[src/rtl/rbe_pkg.sv]
`default_nettype none

package rbe_pkg;

    localparam int STATE_W       = 32;
    localparam int STATE_LOW_EXP = 23;
    localparam logic [STATE_W-1:0] STATE_RESET = STATE_W'(1) << STATE_LOW_EXP;

    localparam int PB_W = 5;
    localparam logic [PB_W-1:0] PB_RESET = 5'd12;
    localparam logic [PB_W-1:0] PB_MIN   = 5'd1;
    localparam logic [PB_W-1:0] PB_MAX   = 5'd16;
    // shift that turns freq into the renormalisation limit: 23 - pb + 8
    localparam logic [PB_W-1:0] XMAX_SHIFT_BASE = PB_W'(STATE_LOW_EXP + 8);

    localparam int START_W = 16;
    localparam int FREQ_W  = 17;
    localparam int BYTE_W  = 8;
    localparam int SUM_W   = FREQ_W + 1;

    localparam int IN_TDATA_W  = 40;
    localparam int OUT_TUSER_W = 2;
    localparam int USER_FLUSH  = 0;
    localparam int USER_ERR    = 1;

    localparam logic KIND_FLUSH = 1'b1;

    // radix-16 divider: four quotient bits per cycle
    localparam int DIV_BITS_PER_STEP = 4;
    localparam int DIV_STEPS         = STATE_W / DIV_BITS_PER_STEP;
    localparam int CNT_W             = $clog2(DIV_STEPS);
    localparam logic [CNT_W-1:0] DIV_LAST   = CNT_W'(DIV_STEPS - 1);
    localparam logic [CNT_W-1:0] FLUSH_LAST = CNT_W'(STATE_W / BYTE_W - 1);

    localparam int QDEPTH = 2;
    localparam int QPTR_W = $clog2(QDEPTH);
    localparam int QCNT_W = $clog2(QDEPTH + 1);

    typedef enum logic [1:0] {
        CMD_ENC,
        CMD_FLUSH,
        CMD_ERR
    } cmd_kind_t;

    typedef struct packed {
        cmd_kind_t              kind;
        logic [START_W-1:0]     start;
        logic [FREQ_W-1:0]      freq;
        logic [STATE_W-1:0]     x_max;
    } cmd_t;

    function automatic logic [PB_W-1:0] clamp_pb(input logic [PB_W-1:0] pb);
        logic [PB_W-1:0] r;
        if (pb < PB_MIN) begin
            r = PB_MIN;
        end else if (pb > PB_MAX) begin
            r = PB_MAX;
        end else begin
            r = pb;
        end
        return r;
    endfunction

endpackage

`default_nettype wire

[src/rtl/rbe_front.sv]
`default_nettype none

module rbe_front (
    input  wire logic [rbe_pkg::PB_W-1:0]       pb,
    input  wire logic                           s_tvalid,
    output logic                                s_tready,
    input  wire logic [rbe_pkg::IN_TDATA_W-1:0] s_tdata,   // sym_start, sym_freq, zero pad
    input  wire logic                           s_tuser,   // kind
    output logic                                q_push,
    output rbe_pkg::cmd_t                       q_data,
    input  wire logic                           q_full
);

    logic [rbe_pkg::START_W-1:0] start;
    logic [rbe_pkg::FREQ_W-1:0]  freq;
    logic [rbe_pkg::SUM_W-1:0]   total;
    logic [rbe_pkg::SUM_W-1:0]   sum;
    logic                        bad;

    assign start = s_tdata[rbe_pkg::START_W-1:0];
    assign freq  = s_tdata[rbe_pkg::START_W+rbe_pkg::FREQ_W-1:rbe_pkg::START_W];
    assign total = rbe_pkg::SUM_W'(1) << pb;
    assign sum   = rbe_pkg::SUM_W'(start) + rbe_pkg::SUM_W'(freq);
    assign bad   = (freq == '0) || (sum > total);

    always_comb begin
        q_data.start = start;
        q_data.freq  = freq;
        q_data.x_max = rbe_pkg::STATE_W'(freq) << (rbe_pkg::XMAX_SHIFT_BASE - pb);
        if (s_tuser == rbe_pkg::KIND_FLUSH) begin
            q_data.kind = rbe_pkg::CMD_FLUSH;
        end else if (bad) begin
            q_data.kind = rbe_pkg::CMD_ERR;
        end else begin
            q_data.kind = rbe_pkg::CMD_ENC;
        end
    end

    assign s_tready = !q_full;
    assign q_push   = s_tvalid && !q_full;

endmodule

`default_nettype wire

[src/rtl/rbe_queue.sv]
`default_nettype none

module rbe_queue (
    input  wire logic          aclk,
    input  wire logic          aresetn,
    input  wire logic          push,
    input  wire rbe_pkg::cmd_t push_data,
    output logic               full,
    input  wire logic          pop,
    output rbe_pkg::cmd_t      pop_data,
    output logic               not_empty
);

    rbe_pkg::cmd_t                mem_reg [rbe_pkg::QDEPTH];
    logic [rbe_pkg::QPTR_W-1:0]   wr_ptr_reg, wr_ptr_next;
    logic [rbe_pkg::QPTR_W-1:0]   rd_ptr_reg, rd_ptr_next;
    logic [rbe_pkg::QCNT_W-1:0]   count_reg, count_next;
    logic                         do_push, do_pop;

    assign full      = (count_reg == rbe_pkg::QCNT_W'(rbe_pkg::QDEPTH));
    assign not_empty = (count_reg != '0);
    assign pop_data  = mem_reg[rd_ptr_reg];
    assign do_push   = push && !full;
    assign do_pop    = pop && not_empty;

    always_comb begin
        wr_ptr_next = wr_ptr_reg;
        rd_ptr_next = rd_ptr_reg;
        count_next  = count_reg;
        if (do_push) begin
            wr_ptr_next = (wr_ptr_reg == rbe_pkg::QPTR_W'(rbe_pkg::QDEPTH - 1)) ?
                          '0 : wr_ptr_reg + 1'b1;
        end
        if (do_pop) begin
            rd_ptr_next = (rd_ptr_reg == rbe_pkg::QPTR_W'(rbe_pkg::QDEPTH - 1)) ?
                          '0 : rd_ptr_reg + 1'b1;
        end
        if (do_push && !do_pop) begin
            count_next = count_reg + 1'b1;
        end else if (do_pop && !do_push) begin
            count_next = count_reg - 1'b1;
        end
    end

    always_ff @(posedge aclk) begin
        if (!aresetn) begin
            wr_ptr_reg <= '0;
            rd_ptr_reg <= '0;
            count_reg  <= '0;
        end else begin
            wr_ptr_reg <= wr_ptr_next;
            rd_ptr_reg <= rd_ptr_next;
            count_reg  <= count_next;
        end
    end

    always_ff @(posedge aclk) begin
        if (do_push) begin
            mem_reg[wr_ptr_reg] <= push_data;
        end
    end

endmodule

`default_nettype wire

[src/rtl/rbe_back.sv]
`default_nettype none

module rbe_back (
    input  wire logic                            aclk,
    input  wire logic                            aresetn,
    input  wire logic [rbe_pkg::PB_W-1:0]        pb,
    input  wire logic                            cmd_valid,
    input  wire rbe_pkg::cmd_t                   cmd_in,
    output logic                                 cmd_pop,
    output logic                                 m_tvalid,
    input  wire logic                            m_tready,
    output logic [rbe_pkg::BYTE_W-1:0]           m_tdata,   // out_byte
    output logic [rbe_pkg::OUT_TUSER_W-1:0]      m_tuser,   // is_flush, error
    output logic                                 m_tlast
);

    typedef enum logic [2:0] {
        ST_IDLE,
        ST_RENORM,
        ST_DIV,
        ST_FOLD,
        ST_FLUSH,
        ST_ERR
    } state_t;

    state_t                          state_reg, state_next;
    rbe_pkg::cmd_t                   cmd_reg, cmd_next;
    logic [rbe_pkg::STATE_W-1:0]     st_reg, st_next;
    logic [rbe_pkg::STATE_W-1:0]     dq_reg, dq_next;
    logic [rbe_pkg::FREQ_W-1:0]      rem_reg, rem_next;
    logic [rbe_pkg::CNT_W-1:0]       cnt_reg, cnt_next;
    logic                            out_valid_reg, out_valid_next;
    logic [rbe_pkg::BYTE_W-1:0]      out_byte_reg, out_byte_next;
    logic                            out_flush_reg, out_flush_next;
    logic                            out_last_reg, out_last_next;
    logic                            out_err_reg, out_err_next;

    logic                            load_ok;
    logic [rbe_pkg::STATE_W-1:0]     st_shr;
    logic [rbe_pkg::STATE_W-1:0]     div_dq;
    logic [rbe_pkg::FREQ_W-1:0]      div_rem;

    assign load_ok = !out_valid_reg || m_tready;
    assign st_shr  = st_reg >> rbe_pkg::BYTE_W;

    // four restoring steps of the radix-16 divider
    always_comb begin
        logic [rbe_pkg::SUM_W-1:0]   t;
        logic [rbe_pkg::FREQ_W-1:0]  r;
        logic [rbe_pkg::STATE_W-1:0] d;
        r = rem_reg;
        d = dq_reg;
        for (int j = 0; j < rbe_pkg::DIV_BITS_PER_STEP; j++) begin
            t = {r, d[rbe_pkg::STATE_W-1]};
            d = d << 1;
            if (t >= rbe_pkg::SUM_W'(cmd_reg.freq)) begin
                t    = t - rbe_pkg::SUM_W'(cmd_reg.freq);
                d[0] = 1'b1;
            end
            r = t[rbe_pkg::FREQ_W-1:0];
        end
        div_dq  = d;
        div_rem = r;
    end

    always_comb begin
        state_next     = state_reg;
        cmd_next       = cmd_reg;
        st_next        = st_reg;
        dq_next        = dq_reg;
        rem_next       = rem_reg;
        cnt_next       = cnt_reg;
        out_valid_next = out_valid_reg;
        out_byte_next  = out_byte_reg;
        out_flush_next = out_flush_reg;
        out_last_next  = out_last_reg;
        out_err_next   = out_err_reg;
        cmd_pop        = 1'b0;

        if (out_valid_reg && m_tready) begin
            out_valid_next = 1'b0;
        end

        case (state_reg)
            ST_IDLE: begin
                if (cmd_valid) begin
                    cmd_pop  = 1'b1;
                    cmd_next = cmd_in;
                    cnt_next = '0;
                    case (cmd_in.kind)
                        rbe_pkg::CMD_FLUSH: state_next = ST_FLUSH;
                        rbe_pkg::CMD_ERR:   state_next = ST_ERR;
                        default:            state_next = ST_RENORM;
                    endcase
                end
            end
            ST_RENORM: begin
                if (st_reg >= cmd_reg.x_max) begin
                    if (load_ok) begin
                        out_valid_next = 1'b1;
                        out_byte_next  = st_reg[rbe_pkg::BYTE_W-1:0];
                        out_flush_next = 1'b0;
                        out_last_next  = (st_shr < cmd_reg.x_max);
                        out_err_next   = 1'b0;
                        st_next        = st_shr;
                    end
                end else begin
                    dq_next    = st_reg;
                    rem_next   = '0;
                    cnt_next   = '0;
                    state_next = ST_DIV;
                end
            end
            ST_DIV: begin
                dq_next  = div_dq;
                rem_next = div_rem;
                cnt_next = cnt_reg + 1'b1;
                if (cnt_reg == rbe_pkg::DIV_LAST) begin
                    state_next = ST_FOLD;
                end
            end
            ST_FOLD: begin
                st_next = (dq_reg << pb) + rbe_pkg::STATE_W'(rem_reg)
                        + rbe_pkg::STATE_W'(cmd_reg.start);
                state_next = ST_IDLE;
            end
            ST_FLUSH: begin
                if (load_ok) begin
                    out_valid_next = 1'b1;
                    out_byte_next  = st_reg[rbe_pkg::STATE_W-1 -: rbe_pkg::BYTE_W];
                    out_flush_next = 1'b1;
                    out_last_next  = (cnt_reg == rbe_pkg::FLUSH_LAST);
                    out_err_next   = 1'b0;
                    st_next        = st_reg << rbe_pkg::BYTE_W;
                    cnt_next       = cnt_reg + 1'b1;
                    if (cnt_reg == rbe_pkg::FLUSH_LAST) begin
                        st_next    = rbe_pkg::STATE_RESET;
                        state_next = ST_IDLE;
                    end
                end
            end
            ST_ERR: begin
                if (load_ok) begin
                    out_valid_next = 1'b1;
                    out_byte_next  = '0;
                    out_flush_next = 1'b0;
                    out_last_next  = 1'b1;
                    out_err_next   = 1'b1;
                    state_next     = ST_IDLE;
                end
            end
            default: begin
                state_next = ST_IDLE;
            end
        endcase
    end

    always_ff @(posedge aclk) begin
        if (!aresetn) begin
            state_reg     <= ST_IDLE;
            st_reg        <= rbe_pkg::STATE_RESET;
            out_valid_reg <= 1'b0;
        end else begin
            state_reg     <= state_next;
            st_reg        <= st_next;
            out_valid_reg <= out_valid_next;
        end
        cmd_reg       <= cmd_next;
        dq_reg        <= dq_next;
        rem_reg       <= rem_next;
        cnt_reg       <= cnt_next;
        out_byte_reg  <= out_byte_next;
        out_flush_reg <= out_flush_next;
        out_last_reg  <= out_last_next;
        out_err_reg   <= out_err_next;
    end

    assign m_tvalid = out_valid_reg;
    assign m_tdata  = out_byte_reg;
    assign m_tlast  = out_last_reg;
    always_comb begin
        m_tuser                      = '0;
        m_tuser[rbe_pkg::USER_FLUSH] = out_flush_reg;
        m_tuser[rbe_pkg::USER_ERR]   = out_err_reg;
    end

endmodule

`default_nettype wire

[src/rtl/rans_byte_encoder.sv]
// An item is queued in the cycle it is accepted; the back end then pops it and
// its bytes leave from a registered output. The back end works on one item at a
// time: an encode item runs byte-serial renormalisation, the radix-16 divider
// and a fold step; a flush emits the whole coder state, an invalid symbol one
// error byte. A two-entry queue feeds the back end, so input is taken while it is busy.
// Reset (aresetn low, synchronous): coder state 2^23, prob_bits 12, all empty.
`default_nettype none

module rans_byte_encoder (
    input  wire logic                               aclk,
    input  wire logic                               aresetn,
    input  wire logic                               cfg_wen,
    input  wire logic [rbe_pkg::PB_W-1:0]           cfg_wdata,  // prob_bits
    input  wire logic                               s_tvalid,
    output logic                                    s_tready,
    input  wire logic [rbe_pkg::IN_TDATA_W-1:0]     s_tdata,    // sym_start, sym_freq, zero pad
    input  wire logic                               s_tuser,    // kind
    output logic                                    m_tvalid,
    input  wire logic                               m_tready,
    output logic [rbe_pkg::BYTE_W-1:0]              m_tdata,    // out_byte
    output logic [rbe_pkg::OUT_TUSER_W-1:0]         m_tuser,    // is_flush, error
    output logic                                    m_tlast
);

    logic [rbe_pkg::PB_W-1:0] prob_bits_reg;
    logic [rbe_pkg::PB_W-1:0] pb;

    logic                     q_push;
    rbe_pkg::cmd_t            q_wdata;
    logic                     q_full;
    logic                     q_pop;
    rbe_pkg::cmd_t            q_rdata;
    logic                     q_not_empty;

    always_ff @(posedge aclk) begin
        if (!aresetn) begin
            prob_bits_reg <= rbe_pkg::PB_RESET;
        end else if (cfg_wen) begin
            prob_bits_reg <= cfg_wdata;
        end
    end

    assign pb = rbe_pkg::clamp_pb(prob_bits_reg);

    rbe_front u_front (
        .pb       (pb),
        .s_tvalid (s_tvalid),
        .s_tready (s_tready),
        .s_tdata  (s_tdata),
        .s_tuser  (s_tuser),
        .q_push   (q_push),
        .q_data   (q_wdata),
        .q_full   (q_full)
    );

    rbe_queue u_queue (
        .aclk      (aclk),
        .aresetn   (aresetn),
        .push      (q_push),
        .push_data (q_wdata),
        .full      (q_full),
        .pop       (q_pop),
        .pop_data  (q_rdata),
        .not_empty (q_not_empty)
    );

    rbe_back u_back (
        .aclk      (aclk),
        .aresetn   (aresetn),
        .pb        (pb),
        .cmd_valid (q_not_empty),
        .cmd_in    (q_rdata),
        .cmd_pop   (q_pop),
        .m_tvalid  (m_tvalid),
        .m_tready  (m_tready),
        .m_tdata   (m_tdata),
        .m_tuser   (m_tuser),
        .m_tlast   (m_tlast)
    );

    // an error result stands alone for its item
    assert property (@(posedge aclk) disable iff (!aresetn)
        m_tvalid && m_tuser[rbe_pkg::USER_ERR] |-> m_tlast)
        else $error("error result not marked last");

    assert property (@(posedge aclk) disable iff (!aresetn)
        m_tvalid |-> !(m_tuser[rbe_pkg::USER_ERR] && m_tuser[rbe_pkg::USER_FLUSH]))
        else $error("flush byte flagged as error");

    assert property (@(posedge aclk) disable iff (!aresetn)
        m_tvalid && m_tuser[rbe_pkg::USER_ERR] |-> m_tdata == '0)
        else $error("error result carries a non-zero byte");

endmodule

`default_nettype wire

[config.mk]
export PLATFORM = sky130hd
export DESIGN_NAME = rans_byte_encoder
export DESIGN_NICKNAME = d
export VERILOG_FILES = /design/src/rtl/rbe_pkg.sv /design/src/rtl/rbe_front.sv /design/src/rtl/rbe_queue.sv /design/src/rtl/rbe_back.sv /design/src/rtl/rans_byte_encoder.sv
export SDC_FILE = /design/constraint.sdc
export NUM_CORES = 1
export LEC_CHECK = 0
export BUFFER_PORTS_ARGS = -buffer_cell sky130_fd_sc_hd__buf_2
export CAP_MARGIN = 15
export CORE_MARGIN = 1.5
export CORE_UTILIZATION = 66
export CTS_CLUSTER_SIZE = 28
export DETAILED_ROUTE_END_ITERATION = 12
export HOLD_SLACK_MARGIN = 0.1
export PLACE_DENSITY = 0.81
export REMOVE_ABC_BUFFERS = 1
export SLEW_MARGIN = 20
export SYNTH_ARGS = -nofsm -noshare
export SYNTH_HDL_FRONTEND = slang
export SYNTH_SLANG_ARGS = --single-unit
[constraint.sdc]
create_clock -name aclk -period 24.1 [get_ports aclk]
set_input_delay 2.41 -clock aclk [delete_from_list [all_inputs] [get_ports aclk]]
set_output_delay 2.41 -clock aclk [all_outputs]
set_load 0.02 [all_outputs]
Word level (Yosys, flattened, before mapping)

Memories as Yosys holds them, arrays and structs flattened. A register that Yosys moved wholly into a read port is not among the register bits.
Cells that the tools add are included.

Bits in registers: 173
Bits in latches: 0
Bits in writable memories: 134
ROM bits: 0
Bits of input ports: 51
Output and inout port bits: 13
Word-level logic and storage cells: 153
Memories kept: 1

Memories:

| memory          | depth | bits a word | rd ports | clocked after memory_dff | write ports | RTL line        | source |
|---|---|---|---|---|---|---|---|
| u_queue.mem_reg | 2     | 67          | 1        | 1                        | 1           | rbe_queue.sv:14 | `rbe_pkg::cmd_t mem_reg [rbe_pkg::QDEPTH];` |

$add $sub $neg: 13
$mul: 0
Divide/modulo/power cells: 0
$lt $le $gt $ge: 9
Equal/unequal tests: 18
Shift-type cells: 3
Mux-type cells: 63
Bitwise gates (word level): 0
Reduce and logical (&&, ||, !) cells: 29

Operators with widths:

| kind                                              | number |
|---|---|
| 2-to-1 mux 32 bit                                 | 5 |
| case mux 32 bit (3 select lines)                  | 1 |
| 2-to-1 mux 17 bit                                 | 5 |
| >= comparator 18 x 17 -> 1 bit                    | 4 |
| subtractor 17 bit                                 | 4 |
| case mux 32 bit (2 select lines)                  | 1 |
| case mux 17 bit (2 select lines)                  | 1 |
| adder 32 x 16 -> 32 bit                           | 1 |
| adder 32 x 17 -> 32 bit                           | 1 |
| >= comparator 32 bit                              | 1 |
| < comparator 24 x 32 -> 1 bit                     | 1 |
| 2-to-1 mux 8 bit                                  | 4 |
| left shift 17 x 5 -> 32 bit                       | 1 |
| left shift 32 x 5 -> 32 bit                       | 1 |
| 2-to-1 mux 3 bit                                  | 9 |
| case mux 8 bit (3 select lines)                   | 1 |
| 2-to-1 mux 1 bit                                  | 23 |
| adder 16 x 17 -> 18 bit                           | 1 |
| greater-than comparator 18 bit                    | 1 |
| left shift 1 x 5 -> 18 bit (first input constant) | 1 |
| logical NOT 17 bit                                | 1 |
| case mux 3 bit (5 select lines)                   | 1 |
| != test 2 x 1 -> 1 bit (second input constant)    | 6 |
| case mux 3 bit (4 select lines)                   | 1 |
| other kinds (31)                                  | 59 |

Logic depth before layout (Yosys ltp)

Gate-level depths: netlist of the first run.

Depth after elaboration: 9
Gate-level depth with buffers: 47
Gate-level depth less buffers: 43

Modules after synthesis

Synthesis of the first run repeated with hierarchy kept, for this count alone.

Cells, all modules: 2137
Area total of the unflattened synthesis: 22565.4 sq um

Modules (own cells, without submodules):

| module            | instances | cells an instance | area each (sq um) | seq. area each (sq um) |
|---|---|---|---|---|
| rbe_back          | 1         | 1511              | 14561.5           | 4564.4 |
| rbe_queue         | 1         | 233               | 5071.1            | 4124.0 |
| rbe_front         | 1         | 370               | 2713.9            | 0.0 |
| rans_byte_encoder | 1         | 23                | 219.0             | 100.1 |

Worst setup path before layout of the first run

No wires, ideal clock.

Path kind: register to register
Start point: reg u_back.dq_reg[31] in the netlist's numbering
End point: reg u_back.rem_reg[3] in the netlist's numbering, data pin
Setup time: 0.262 ns
Arrival time: 10.169 ns
Required time: 23.838 ns
Setup slack: 13.669 ns
Cell stages (with the launch flop): 46
Path buffers: 6
Period minus slack after synthesis: 10.431 ns
Cell sequence: edfxtp_1 > inv_1 > ha_1 > inv_1 > fa_1 > a211oi_1 > o21ai_1 > and3_1 > o2111ai_2 > nand2_1 > buf_1 > clkbuf_1 > nor2_1 > a21oi_1 > ha_1 > nand3_1 > or3_1 > or4_1 > (+10 left out) > a21oi_1 > inv_1 > and4b_1 > nor2_1 > clkbuf_1 > mux2_2 > ha_1 > a21o_1 > a21o_1 > a221oi_1 > nor2b_1 > o211ai_1 > a21oi_1 > o21a_1 > o21a_1 > a2111oi_4 > buf_2 > o21ai_0

Longest elaborated chain between the ends: 9
Elaborated cells on any way between the ends: 13

RTL lines:

| element                                                                    | RTL line                       | source |
|---|---|---|
| start: declaration                                                         | rbe_back.sv:29                 | `logic [rbe_pkg::STATE_W-1:0] dq_reg, dq_next;` |
| start signal: assignment                                                   | rbe_back.sv:169                | `dq_reg <= dq_next;` |
| subtractor 17 bit / >= comparator 18 x 17 -> 1 bit (equally long branches) | rbe_back.sv:57, rbe_back.sv:56 |  |
| 2-to-1 mux 17 bit (*)                                                      | rbe_back.sv:56                 | `if (t >= rbe_pkg::SUM_W'(cmd_reg.freq)) begin` |
| subtractor 17 bit / >= comparator 18 x 17 -> 1 bit (equally long branches) | rbe_back.sv:57, rbe_back.sv:56 |  |
| 2-to-1 mux 17 bit (*)                                                      | rbe_back.sv:56                 |  |
| subtractor 17 bit / >= comparator 18 x 17 -> 1 bit (equally long branches) | rbe_back.sv:57, rbe_back.sv:56 |  |
| 2-to-1 mux 17 bit (*)                                                      | rbe_back.sv:56                 |  |
| subtractor 17 bit / >= comparator 18 x 17 -> 1 bit (equally long branches) | rbe_back.sv:57, rbe_back.sv:56 |  |
| 2-to-1 mux 17 bit (*)                                                      | rbe_back.sv:56                 |  |
| case mux 17 bit (2 select lines) (*)                                       | rbe_back.sv:84                 | `case (state_reg)` |
| end signal: assignment                                                     | rbe_back.sv:170                | `rem_reg <= rem_next;` |
| end: declaration                                                           | rbe_back.sv:30                 | `logic [rbe_pkg::FREQ_W-1:0] rem_reg, rem_next;` |

Every way passes the cells marked *; elsewhere a longest branch is shown, timed or not.
A chain may end at the register's enable or synchronous reset.

Worst setup path in the final report of the first run

Start point: reg u_back.cmd_reg[33] in the netlist's numbering
End point: reg u_back.rem_reg[7] in the netlist's numbering, data pin

Longest elaborated chain between the ends: 9
Elaborated cells on any way between the ends: 13

RTL lines:

| element                                                                    | RTL line                       | source |
|---|---|---|
| start: declaration                                                         | rbe_back.sv:27                 | `rbe_pkg::cmd_t cmd_reg, cmd_next;` |
| start signal: assignment                                                   | rbe_back.sv:168                | `cmd_reg <= cmd_next;` |
| subtractor 17 bit / >= comparator 18 x 17 -> 1 bit (equally long branches) | rbe_back.sv:57, rbe_back.sv:56 |  |
| 2-to-1 mux 17 bit                                                          | rbe_back.sv:56                 |  |
| subtractor 17 bit / >= comparator 18 x 17 -> 1 bit (equally long branches) | rbe_back.sv:57, rbe_back.sv:56 |  |
| 2-to-1 mux 17 bit                                                          | rbe_back.sv:56                 |  |
| subtractor 17 bit / >= comparator 18 x 17 -> 1 bit (equally long branches) | rbe_back.sv:57, rbe_back.sv:56 |  |
| 2-to-1 mux 17 bit                                                          | rbe_back.sv:56                 |  |
| subtractor 17 bit / >= comparator 18 x 17 -> 1 bit (equally long branches) | rbe_back.sv:57, rbe_back.sv:56 |  |
| 2-to-1 mux 17 bit (*)                                                      | rbe_back.sv:56                 |  |
| case mux 17 bit (2 select lines) (*)                                       | rbe_back.sv:84                 |  |

Marked as above.

==> summary.txt, run 1 <==
Finish
  • Cell Count, Final, Fillers Out: 2597
  • Nets: 2392
  • Commonest non-fill, non-tap cell in the layout: edfxtp_1
  • Final Cell Area: 0.0233 mm²
  • Share of cells above drive strength 1: 0.121
  • Max FFs per register: 134
  • Most frequent cells in the layout: edfxtp_1 (262), nand2_1 (211), ha_1 (180), a21oi_1 (136), o21ai_0 (118)
  • Area delta synth->final: 8.36%
  • Diodes inserted: 0

Logic synthesis
  • Prevailing post-synth register cell: edfxtp_1
  • Avg Cell Area, Syn: 10.3 µm²
  • Register area share after synthesis: 0.409
  • Asr flop ratio synth: 0
  • Number of enable flip-flop cells after synthesis: 262
  • Ys Warns: 0
  • Syn Inst Count: 2089
  • Yosys cell types: 85
  • #FFs+latches synth: 308
  • Netlist Area Pre-Place: 0.0215 mm²

Setup path
  • CP Data Required Time: 24.42 ns
  • WP data arrival: 13.27 ns
  • Worst Setup EP: u_back.rem_reg[7]$_SDFFCE_PP0P_
  • Slowest cell on crit path: a211oi_1
  • Crit path from: u_back.cmd_reg[33]$_DFFE_PP_
  • Worst-path fanout max: 33
  • R2r worst-path depth: 39
  • Critical path endpoint category: flop
  • Most used cell along the critical path: o21ai_0
  • CP Depth: 39
  • Crit path max-delay family: compound AO/OA/AOI/OAI gates
  • CP Launch Type: flop
  • Crit path kind: reg2reg
  • FF-to-FF setup slack: 11.15 ns
  • Worst r2r src: u_back.cmd_reg[33]$_DFFE_PP_
  • CP peak stage delay: 0.76 ns
  • Buf/Inv on CP: 3
  • Reg-to-reg endpoint: u_back.rem_reg[7]$_SDFFCE_PP0P_

Clock tree
  • Clock Sinks: 308
  • CTS Buffer Depth: 3
  • CTS tree: done
  • Clock latency on the worst-skew pair: 0.60 ns
  • Post-cts sizing count: 0
  • Inserted Clock Buffers: 31
  • Setup bufs post-CTS: 0
  • # H-tree levels: 1
  • Root Driver: clkbuf_16
  • Clock transition at path regs: 0.06 ns
  • Hold-fix buffers, CTS: 0

Worst hold path
  • Hold Path Cell Cnt: 1
  • Hold Startpoint: u_back.out_flush_reg$_SDFFCE_PP1P_
  • Hold Path Class: reg2reg

Run status
  • Outcome: finished clean

Global routing
  • Remaining Overflow, GRT: 0
  • Initial antenna violation count: 0
  • Largest net degree at the start of global routing: 67
  • Vias in the first global route: 16665
  • Global-route wire length before repair: 93900 µm
  • Overall Global Routing Usage: 0.366

STA
  • Final Hold Fails: 0
  • Setup Viol. Count Final: 0
  • Peak Freq: 0.0772 GHz
  • Slew HR: 0.232
  • Unrepaired setup endpoints after global routing: false
  • Fin crit share: 0.537
  • Final Skew: 0.0147 ns
  • Slew Viols, Final: 0
  • Tmin final: 12.95 ns
  • Setup TNS: 0 ns
  • Least-Margin Pin Slew: 1.14 ns

Floorplan
  • IO Count: 64
  • DIE AREA: 0.0336 mm²
  • Die width: 183 µm
  • Core Rows: 65
  • Core ar.: 0.0318 mm²
  • Initial Utilization: 0.676
  • Die Span Y: 183 µm

Route
  • Drt pass-1 iters: 8
  • Routed WL: 60700 µm
  • ANT nets after route: 0
  • Vias per cell: 6.66
  • DRT iter0 DRCs: 2126
  • # DRC: 0
  • Wire length per cell: 23.4 µm
  • Vias: 17284

Placed design
  • PortBufs: 56
  • Placed cells: 2541
  • Dpl cell area: 0.0223 mm²
  • Placed wire-length estimate: 44500 µm
  • Placer congestion estimate: 0.963

Run
  • Max_cap viols: 0
==> synthesized netlist by cell type (18+ instances only) <==
master	count	share of area
a211oi_1	23	0.0080
a21o_1	53	0.019
a21oi_1	137	0.032
a22oi_1	18	0.0063
and2_1	21	0.0061
clkbuf_1	64	0.011
dfxtp_1	46	0.043
edfxtp_1	262	0.37
fa_1	22	0.021
ha_1	180	0.10
inv_1	91	0.016
mux2_2	102	0.053
mux2i_1	101	0.047
nand2_1	211	0.037
nand2b_1	31	0.0090
nand3_1	57	0.013
nand4_1	19	0.0055
nor2_1	115	0.020
nor2b_1	22	0.0064
nor3_1	28	0.0065
o21a_1	19	0.0066
o21ai_0	118	0.027
o31ai_1	20	0.0070
xnor2_1	68	0.028
xor2_1	25	0.010
==> cell type report <==
class                   count  area [µm²]
multi-input cells        1623       12100
flip-flops and latches    308        8790
fillers                  2309        8520
clock buffers              37         798
well taps                 435         544
repair buffers             81         468
inverters                  94         353
clock inverters            19         219
==> metal layers <==
metal	vias to the layer above	wire [µm]	track usage
li1	7863	-	-
met1	8196	24600	0.509
met2	1048	26200	0.552
met3	177	7380	0.0919
met4	0	2550	0.143
met5	-	0	0
==> logic make-up after synthesis <==
family,synth area share
fa+ha+maj,0.125
flops,0.409
xor+xnor,0.0379
compound gates,0.160
buf+inv,0.0356
simple gates,0.126
mux,0.106
other cells,0.000350
==> through the flow <==
stage	worst slack (ns)	utilization	hold slack [ns]
after floorplan	13.31	-	0.490
after global routing	10.40	0.732	0.561
final	11.15	0.732	0.546
after CTS	11.53	0.732	0.550
after global placement	11.74	0.700	0.525
after detailed placement	11.62	0.700	0.532
==> worst min path at each step <==
stage / end / slack, ns
final: u_back.out_flush_reg$_SDFFCE_PP1P_ / 0.55
after CTS: u_back.cmd_reg[52]$_DFFE_PP_ / 0.55
after global placement: u_back.cmd_reg[33]$_DFFE_PP_ / 0.53
after floorplan: u_back.st_reg[0]$_SDFFE_PN0P_ / 0.49
after detailed placement: u_back.cmd_reg[53]$_DFFE_PP_ / 0.53
after global routing: u_back.cmd_reg[41]$_DFFE_PP_ / 0.56
Power of run 1 is not shown: default switching activity piles up to over one toggle a cycle in this logic, so the estimate is an artifact.
==> run 2: changes to the inputs <==
--- a/config.mk
+++ b/config.mk
@@ -8,11 +8,11 @@
 export BUFFER_PORTS_ARGS = -buffer_cell sky130_fd_sc_hd__buf_2
 export CAP_MARGIN = 15
 export CORE_MARGIN = 1.5
-export CORE_UTILIZATION = 66
+export CORE_UTILIZATION = 64
 export CTS_CLUSTER_SIZE = 28
 export DETAILED_ROUTE_END_ITERATION = 12
 export HOLD_SLACK_MARGIN = 0.1
-export PLACE_DENSITY = 0.81
+export PLACE_DENSITY = 0.79
 export REMOVE_ABC_BUFFERS = 1
 export SLEW_MARGIN = 20
 export SYNTH_ARGS = -nofsm -noshare
==> constraint.sdc (replaced) <==
create_clock -name aclk -period 12.8 [get_ports aclk]
set_input_delay 1.28 -clock aclk [delete_from_list [all_inputs] [get_ports aclk]]
set_output_delay 1.28 -clock aclk [all_outputs]
set_load 0.02 [all_outputs]
==> summary.txt, run 2 (synthesized netlist as in run 1, its figures left out) <==
Run status
  • Outcome: finished clean

Clock tree
  • # H-tree levels: 2
  • CTS tree: done
  • Root Driver: clkbuf_16
  • Clock latency on the worst-skew pair: 0.53 ns
  • Inserted Clock Buffers: 34
  • CTS Buffer Depth: 3
  • Hold-fix buffers, CTS: 0
  • Setup bufs post-CTS: 0
  • Clock transition at path regs: 0.06 ns
  • Post-cts sizing count: 0
  • Clock Sinks: 308

STA
  • Peak Freq: 0.0824 GHz
  • Tmin final: 12.13 ns
  • Unrepaired setup endpoints after global routing: false
  • Final Hold Fails: 0
  • Slew Viols, Final: 0
  • Least-Margin Pin Slew: 1.06 ns
  • Slew HR: 0.288
  • Final Skew: 0.0206 ns
  • Fin crit share: 0.948
  • Setup Viol. Count Final: 0
  • Setup TNS: 0 ns

Finish
  • Max FFs per register: 134
  • Final design utilization: 0.713
  • Cell Count, Final, Fillers Out: 2612
  • Area delta synth->final: 8.73%
  • Share of cells above drive strength 1: 0.123
  • Most frequent cells in the layout: edfxtp_1 (262), nand2_1 (211), ha_1 (180), a21oi_1 (136), o21ai_0 (118)
  • Nets: 2397
  • Diodes inserted: 0
  • Commonest non-fill, non-tap cell in the layout: edfxtp_1
  • Filler cells: 2420

Global routing
  • Initial antenna violation count: 0
  • Vias in the first global route: 16317
  • Global-route wire length before repair: 91000 µm
  • Remaining Overflow, GRT: 0
  • Overall Global Routing Usage: 0.348
  • Largest net degree at the start of global routing: 68

Route
  • DRT iter0 DRCs: 1757
  • Routed WL: 59100 µm
  • Wire length per cell: 22.6 µm
  • Vias per cell: 6.54
  • ANT nets after route: 0
  • Drt pass-1 iters: 7
  • # DRC: 0
  • Vias: 17083

Placed design
  • PortBufs: 56
  • Placed wire-length estimate: 44100 µm
  • Placer congestion estimate: 0.988
  • Placed cells: 2550

Floorplan
  • Core Rows: 66
  • DIE AREA: 0.0347 mm²
  • IO Count: 64
  • Initial Utilization: 0.655
  • Die Span Y: 186 µm
  • Die width: 186 µm
  • Core ar.: 0.0328 mm²

Setup path
  • Buf/Inv on CP: 5
  • Crit path kind: reg2reg
  • Worst-path fanout max: 34
  • Critical path endpoint category: flop
  • Slowest cell on crit path: or4_1
  • Crit path max-delay family: compound AO/OA/AOI/OAI gates
  • CP Launch Type: flop
  • CP peak stage delay: 0.63 ns
  • CP Data Required Time: 13.05 ns
  • WP data arrival: 12.38 ns

Run
  • Max_cap viols: 0

Worst hold path
  • Hold Path Class: reg2reg
-- run 2: cell count changes in the layout (fill, tap and decap cells not counted), sizes merged --
cell | before | now
clkinv | 12 | 15
clkinvlp | 4 | 3
inv | 93 | 95
buf | 81 | 83
clkbuf | 37 | 42
bufinv | 4 | 1
-- run 2: layout make-up --
| type | instances | area (µm²) | area share |
|---|---|---|---|
| multi-input combinational | 1623 | 12100 | 0.518 |
| sequential | 308 | 8790 | 0.376 |
| clock buffer | 42 | 922 | 0.0395 |
| tap | 442 | 553 | 0.0237 |
| timing repair buffer | 83 | 483 | 0.0207 |
| inverter | 94 | 353 | 0.0151 |
| clock inverter | 20 | 151 | 0.00648 |
-- run 2: worst paths after layout --
check | from | end | slack (ns) | depth (start not counted)
worst max register to register | u_back.dq_reg[31]$_DFFE_PP_ | u_back.rem_reg[16]$_SDFFCE_PP0P_ | 0.67 | 42
worst max-delay path | u_back.dq_reg[31]$_DFFE_PP_ | u_back.rem_reg[16]$_SDFFCE_PP0P_ | 0.67 | 42
worst min register to register | u_queue.mem_reg[1][54]$_DFFE_PP_ | u_back.cmd_reg[54]$_DFFE_PP_ | 0.54 | 1
worst min-delay path | u_queue.mem_reg[1][54]$_DFFE_PP_ | u_back.cmd_reg[54]$_DFFE_PP_ | 0.54 | 1
-- run 2: metrics by stage --
| stage | hold WS (ns) | setup slack, ns | area, µm² |
|---|---|---|---|
| global placement | 0.524 | 1.21 | 22300 |
| CTS | 0.546 | 0.889 | 23400 |
| global route | 0.557 | 0.0330 | 23400 |
| detailed placement | 0.531 | 0.922 | 22300 |
| finish | 0.543 | 0.669 | 23400 |
| floorplan | 0.490 | 2.01 | 21200 |
-- run 2: layer usage --
metal | part of all wire | global-route usage
met5 | 0.00066 | 0.00857
met1 | 0.43 | 0.491
met3 | 0.10 | 0.0709
met4 | 0.036 | 0.131
met2 | 0.43 | 0.529
-- run 2: worst reg2reg max path, delay by kind of cell, from the launching register on --
| kind | cells | cell delay (ns) |
|---|---|---|
| AO/OA/AOI/OAI | 21 | 5.16 |
| multiplexers | 3 | 0.98 |
| flip-flops | 1 | 0.50 |
| adder cells (fa/ha/maj) | 5 | 1.81 |
| AND/OR/NAND/NOR | 8 | 2.22 |
| buffers and inverters | 5 | 1.16 |
Power of run 2 is left out for the same reason.
